==> config.mk <==
export PLATFORM = sky130hd
export DESIGN_NAME = ubdc_div_step
export DESIGN_NICKNAME = d
export VERILOG_FILES = /design/src/rtl/uart_baud_divisor_calculator_unit_assert.svh /design/src/rtl/ubdc_pkg.sv /design/src/rtl/ubdc_div_step.sv
export SDC_FILE = /design/constraint.sdc
export NUM_CORES = 1
export LEC_CHECK = 0
export BUFFER_PORTS_ARGS = -buffer_cell sky130_fd_sc_hd__buf_2
export CORE_ASPECT_RATIO = 0.8
export CORE_UTILIZATION = 40
export DETAILED_ROUTE_END_ITERATION = 16
export PLACE_DENSITY = 0.74
export SLEW_MARGIN = 25
export SYNTH_ARGS = -nofsm -noshare
export SYNTH_HDL_FRONTEND = slang
export SYNTH_SLANG_ARGS = --single-unit
==> constraint.sdc <==
create_clock -name i_clk -period 7.5 [get_ports i_clk]
set_clock_uncertainty 0.15 [all_clocks]
set_input_delay 1.875 -clock i_clk [delete_from_list [all_inputs] [get_ports i_clk]]
set_output_delay 1.875 -clock i_clk [all_outputs]
set_load 0.02 [all_outputs]
==> src/rtl/uart_baud_divisor_calculator_unit_assert.svh <==
// ----------------------------------------------------------------------------
// uart_baud_divisor_calculator_unit_assert.svh
// assertion macros shared by the divisor calculator
// ----------------------------------------------------------------------------
`ifndef UART_BAUD_DIVISOR_CALCULATOR_UNIT_ASSERT_SVH
`define UART_BAUD_DIVISOR_CALCULATOR_UNIT_ASSERT_SVH

// same-cycle implication, checked out of reset
`define UBDC_ASSERT_IMP(lbl, cond, expr, msg) \
    lbl: assert property (@(posedge i_clk) disable iff (!i_rst_n) (cond) |-> (expr)) \
        else $error(msg);

// next-cycle implication, checked out of reset
`define UBDC_ASSERT_NXT(lbl, cond, expr, msg) \
    lbl: assert property (@(posedge i_clk) disable iff (!i_rst_n) (cond) |=> (expr)) \
        else $error(msg);

`endif

==> src/rtl/ubdc_pkg.sv <==
// ----------------------------------------------------------------------------
// ubdc_pkg
// types, constants and helper functions of the baud divisor calculator
// ----------------------------------------------------------------------------
package ubdc_pkg;

    // field widths
    localparam int BAUD_W      = 24;
    localparam int CLK_W       = 28;
    localparam int CFG_DATA_W  = 28;
    localparam int MANT_W      = 12;
    localparam int FRAC_W      = 4;
    localparam int WORD_W      = 16;

    // divider widths and step counts
    localparam int NUM_W       = 33;
    localparam int DEN_SMALL_W = 26;
    localparam int DIV1_STEPS  = 33;
    localparam int DIV2_STEPS  = 7;
    localparam int STEPS       = DIV1_STEPS + DIV2_STEPS;

    // arithmetic constants
    localparam int               CLK_SCALE   = 25;
    localparam int               PCT_SCALE   = 100;
    localparam logic [11:0]      FRAC_ROUND  = 12'd50;
    localparam logic [12:0]      RECIP_100   = 13'd5243;  // ceil(2^19 / 100)
    localparam int               RECIP_SHIFT = 19;
    localparam logic [FRAC_W-1:0] FRAC_MASK_16 = 4'h0F;
    localparam logic [FRAC_W-1:0] FRAC_MASK_8  = 4'h07;
    localparam logic [MANT_W-1:0] MANT_MAX     = 12'd4095;

    // configuration register indexes
    typedef enum logic [0:0] {
        REG_BUS_CLOCK  = 1'b0,
        REG_OVERSAMPLE = 1'b1
    } t_cfg_idx;

    // payload of one divider step
    typedef struct packed {
        logic [NUM_W-1:0]       rem;
        logic [NUM_W-1:0]       num;
        logic [NUM_W-1:0]       quo;
        logic [NUM_W-1:0]       den;
        logic [DEN_SMALL_W-1:0] den_small;
        logic [MANT_W-1:0]      mant;
        logic                   sat;
        logic                   by8;
        logic                   zero;
    } t_div;

    // hand over from the divide by 100*d to the divide by d
    function automatic t_div ubdc_to_rem(input t_div d);
        t_div r;
        r           = d;
        r.rem       = {{DIV2_STEPS{1'b0}}, d.rem[NUM_W-1:DIV2_STEPS]};
        r.num       = {d.rem[DIV2_STEPS-1:0], {(NUM_W-DIV2_STEPS){1'b0}}};
        r.quo       = '0;
        r.den       = {{(NUM_W-DEN_SMALL_W){1'b0}}, d.den_small};
        r.mant      = d.quo[MANT_W-1:0];
        r.sat       = |d.quo[NUM_W-1:MANT_W];
        return r;
    endfunction

    // rounded fraction from a remainder below 100
    function automatic logic [FRAC_W-1:0] ubdc_frac(input logic [DIV2_STEPS-1:0] rem,
                                                    input logic by8);
        logic [11:0] x;
        logic [24:0] p;
        logic [4:0]  q;
        x = by8 ? ({5'b0, rem} << 3) + FRAC_ROUND : ({5'b0, rem} << 4) + FRAC_ROUND;
        p = 25'(x) * 25'(RECIP_100);
        q = p[RECIP_SHIFT+4:RECIP_SHIFT];
        return by8 ? (q[FRAC_W-1:0] & FRAC_MASK_8) : (q[FRAC_W-1:0] & FRAC_MASK_16);
    endfunction

endpackage

==> src/rtl/ubdc_div_step.sv <==
// ----------------------------------------------------------------------------
// ubdc_div_step
// one restoring division step (one quotient bit) with its pipeline register
// ----------------------------------------------------------------------------
module ubdc_div_step import ubdc_pkg::*; (
    input  logic i_clk,
    input  logic i_rst_n,
    input  logic i_valid,
    output logic o_ready,
    input  t_div i_data,
    output logic o_valid,
    input  logic i_ready,
    output t_div o_data
);

    logic             r_valid;
    t_div             r_data;
    t_div             n_data;
    logic [NUM_W:0]   w_shift;
    logic [NUM_W+1:0] w_diff;
    logic             w_ge;

    // shift in next dividend bit, trial subtract
    always_comb begin
        w_shift = {i_data.rem, i_data.num[NUM_W-1]};
        w_diff  = {1'b0, w_shift} - {2'b0, i_data.den};
        w_ge    = !w_diff[NUM_W+1];
        n_data      = i_data;
        n_data.rem  = w_ge ? w_diff[NUM_W-1:0] : w_shift[NUM_W-1:0];
        n_data.num  = {i_data.num[NUM_W-2:0], 1'b0};
        n_data.quo  = {i_data.quo[NUM_W-2:0], w_ge};
    end

    // stage moves when empty or when downstream takes its transaction
    assign o_ready = !r_valid || i_ready;

    always_ff @(posedge i_clk) begin
        if (!i_rst_n) begin
            r_valid <= 1'b0;
        end else if (o_ready) begin
            r_valid <= i_valid;
        end
    end

    always_ff @(posedge i_clk) begin
        if (o_ready && i_valid) begin
            r_data <= n_data;
        end
    end

    assign o_valid = r_valid;
    assign o_data  = r_data;

endmodule

==> flow_metrics.py <==
metrics = {
    "clock_network": {
        "clockBufferDepth": 2,
        "root_buffer": "clkbuf_16",
        "clk_pin_slew_ns": 0.07,
        "cts_hold_buf": 0,
        "insertion_delay_ns": 0.42,
        "cts_setup_buffers": 0,
        "cts_max_level": 4,
        "cts_buffers": 17,
        "cts_tree": "built",
        "cts.sinks": 173,
        "ctsResizeCount": 0,
    },
    "power": {
        "p_per_area_nw_per_um2": 248.4,
        "vdd_ir_drop_max_v": 0.0001509,
        "finalPower_mw": 2.497,
        "p_leak_nw": 4.462,
    },
    "worst_hold_path": {
        "hold_depth": 2,
        "hold_class": "reg2reg",
    },
    "grt": {
        "grt_first_pass_wirelength_um": 29660,
        "antenna_found_initial": 4,
        "overflow": 0,
        "grt_max_degree": 112,
        "grt_pass1_vias": 5087,
        "grt_use_total_pct": 21.25,
    },
    "timing": {
        "timing.hold.ws_ns": 0.3849,
        "hold_viol": 0,
        "post-route-period-util_pct": 66.63,
        "tns_ns": 0,
        "tightest_slew_ns": 0.8726,
        "slew_violations": 0,
        "min_period_ns": 4.997,
        "rsz0062_at_grt": "false",
        "setup_viol": 0,
        "slew_headroom_pct": 41.83,
        "max_freq_ghz": 0.2001,
    },
    "worst_setup_path": {
        "crit_path_end_kind": "flip-flop",
        "worstPathArrival_ns": 5.02,
        "crit_type": "in2reg",
        "max_stage_delay_ns": 0.44,
        "required_ns": 7.52,
        "worstRegToRegCells": 3,
        "worst-path-max-fanout": 29,
        "crit_top_cell": "inv_1",
        "worst_path_max_delay_cell": "fa_1",
        "crit_path_cell_trace": "buf_2, inv_1, ha_1, inv_1, fa_1, a211oi_2, o21bai_2, a31oi_4, nor3_2, o21ai_2, a21oi_4, nor3_4, inv_2, mux2_4",
        "worstSetupStartpointType": "primary input",
    },
    "placement": {
        "routabilityCongestion": 0.8660,
        "dp_hpwl_um": 16060,
        "port_buffers": 349,
        "numPlacedInstances": 1056,
    },
    "floorplanning": {
        "num_io_pins": 352,
        "design.core.area_um2": 18170,
        "die_x_um": 154.4,
        "start_util_pct": 40.92,
        "fp-row-count": 44,
        "die_y_um": 123.9,
        "die_area_um2": 19140,
    },
    "drt": {
        "vias": 5378,
        "post-route-drc-count": 0,
        "wl_um": 20900,
        "ant_nets": 0,
        "avgViaCountPerCell": 4.938,
        "wl_per_cell_um": 19.19,
        "drtIter0Drc": 331,
        "first_pass_iters": 4,
    },
    "synthesis": {
        "yosysTopAreaCell": "edfxtp_1",
        "syn_nets": 691,
        "ys_seq_elements": 173,
        "synthFlopType": "edfxtp_1",
        "netlist_area_um2": 7435,
        "synth_top_cell_area_share_pct": 69.47,
        "synthTopCellsByArea": "edfxtp_1 (69%), ha_1 (5.6%), mux2_2 (3.0%), inv_1 (2.2%), xnor2_1 (1.8%)",
        "synthDistinctLibCells": 58,
        "syn_avg_cell_area_um2": 15.49,
        "synthCells": 480,
        "synth_edf_count": 172,
        "ys_seq_area_share_pct": 69.74,
        "async_flop_share_pct": 0,
        "ys.warnings.count": 0,
    },
    "run_status": {
        "outcome": "completed",
    },
    "run": {
        "max_cap_viol_count": 0,
    },
    "layout": {
        "nets": 1056,
        "final_cells": 1089,
        "area_delta_synth_final_pct": 35.17,
        "drive_gt1_share_pct": 49.07,
        "nFillCells": 1540,
    },
}
[kinds of logic (layout without fill, tap and decap cells)]
logic type               Yosys count  count (layout)  share of synthesized area (%)
buffers and inverters             49             427                          2.827
multiplexers                      29              29                          4.712
AND/OR/NAND/NOR                   70              70                          4.746
XOR/XNOR                          25              25                          2.945
AO/OA/AOI/OAI                     99              99                          9.155
adder cells (fa/ha/maj)           34              34                          5.823
other                              1               2                        0.05044
flip-flops                       173             173                          69.74
[final cells by class]
cell class,instances,area [um2],share of cell area (%)
inverters,45,168.9,1.681
repair buffers,350,1767,17.58
well taps,230,287.8,2.864
flip-flops and latches,173,5185,51.59
multi-input cells,258,2042,20.32
diodes,1,2.502,0.02490
clock inverters,15,171.4,1.706
clock buffers,17,425.4,4.233
[placed cells by master, fill, tap and decap left out, types with 3 or more instances in the layout]
master and instances:
a31oi_1 8, o31a_1 3, nor2_1 17, clkbuf_16 17
nand4_1 3, inv_1 44, mux2_4 7, a21o_1 11
and2_1 3, nand2_1 25, xnor2_1 15, o21a_1 8
inv_8 6, xor2_1 10, o21ai_0 16, mux2_2 20
ha_1 33, edfxtp_1 172, nor3_1 3, o31ai_1 5
a21oi_1 26, buf_2 349, clkinv_8 4
[metrics by stage]
stage	setup WS [ns]	cell area, um2	util, %
after floorplan	0.6996	7435	-
after detailed placement	2.035	9450	52.02
final	2.503	10050	55.32
after global routing	2.287	10050	55.30
after CTS	2.474	10050	55.30
after global placement	2.086	9450	52.02
[worst max-delay path, delay by kind of cell]
family / cells / cell delay (ns)
multiplexers: 1 / 0.41
AO/OA/AOI/OAI: 5 / 1.07
adder cells (fa/ha/maj): 2 / 0.62
buffers and inverters: 4 / 0.60
AND/OR/NAND/NOR: 2 / 0.43
[layer usage]
layer | share of wire (%) | GRT usage [%] | up-vias | wire, um
li1 | - | - | 2546 | -
met1 | 43 | 27.63 | 2596 | 9002
met2 | 48 | 34.08 | 206 | 9940
met3 | 7.7 | 6.855 | 24 | 1608
met4 | 1.5 | 6.436 | 6 | 313
met5 | 0.16 | 0 | - | 33
[cells in the mapped netlist, types with 2 or more instances]
cell type	instances
o21ai_0	16
xnor2_1	15
nor2b_1	2
nand2b_1	2
a31oi_1	8
mux2_4	7
a21boi_0	2
o31ai_1	5
and2_1	4
nor4_1	2
nor3_1	3
edfxtp_1	172
a21oi_1	26
mux2_2	20
nand4b_1	2
buf_4	2
ha_1	33
a211oi_2	2
nand2_1	25
o21a_1	8
a21o_1	11
nand4_1	3
o21bai_1	2
mux2i_1	2
o31a_1	3
and3_1	2
inv_1	44
nor2_1	17
a211oi_1	2
xor2_1	10
[sequential cells by signal, summed over array words and instances (netlist names)]
register	cells
o_valid	1
o_data	172
[where the power goes]
part           total (mW)  internal, mW  switching, mW
Sequential           1.17          1.15         0.0176
Combinational       0.449         0.178          0.271
Clock               0.877         0.451          0.426
Total                2.50          1.78          0.715
[final timing paths]
path,from,end,slack [ns]
worst max-delay path,i_data[139],o_data[166],2.50
worst min-delay path,o_valid,o_valid,0.38
worst max register to register,o_valid,o_data[136],5.20
worst min register to register,o_valid,o_valid,0.38
Note: power is estimated with default switching activity, not from simulation.
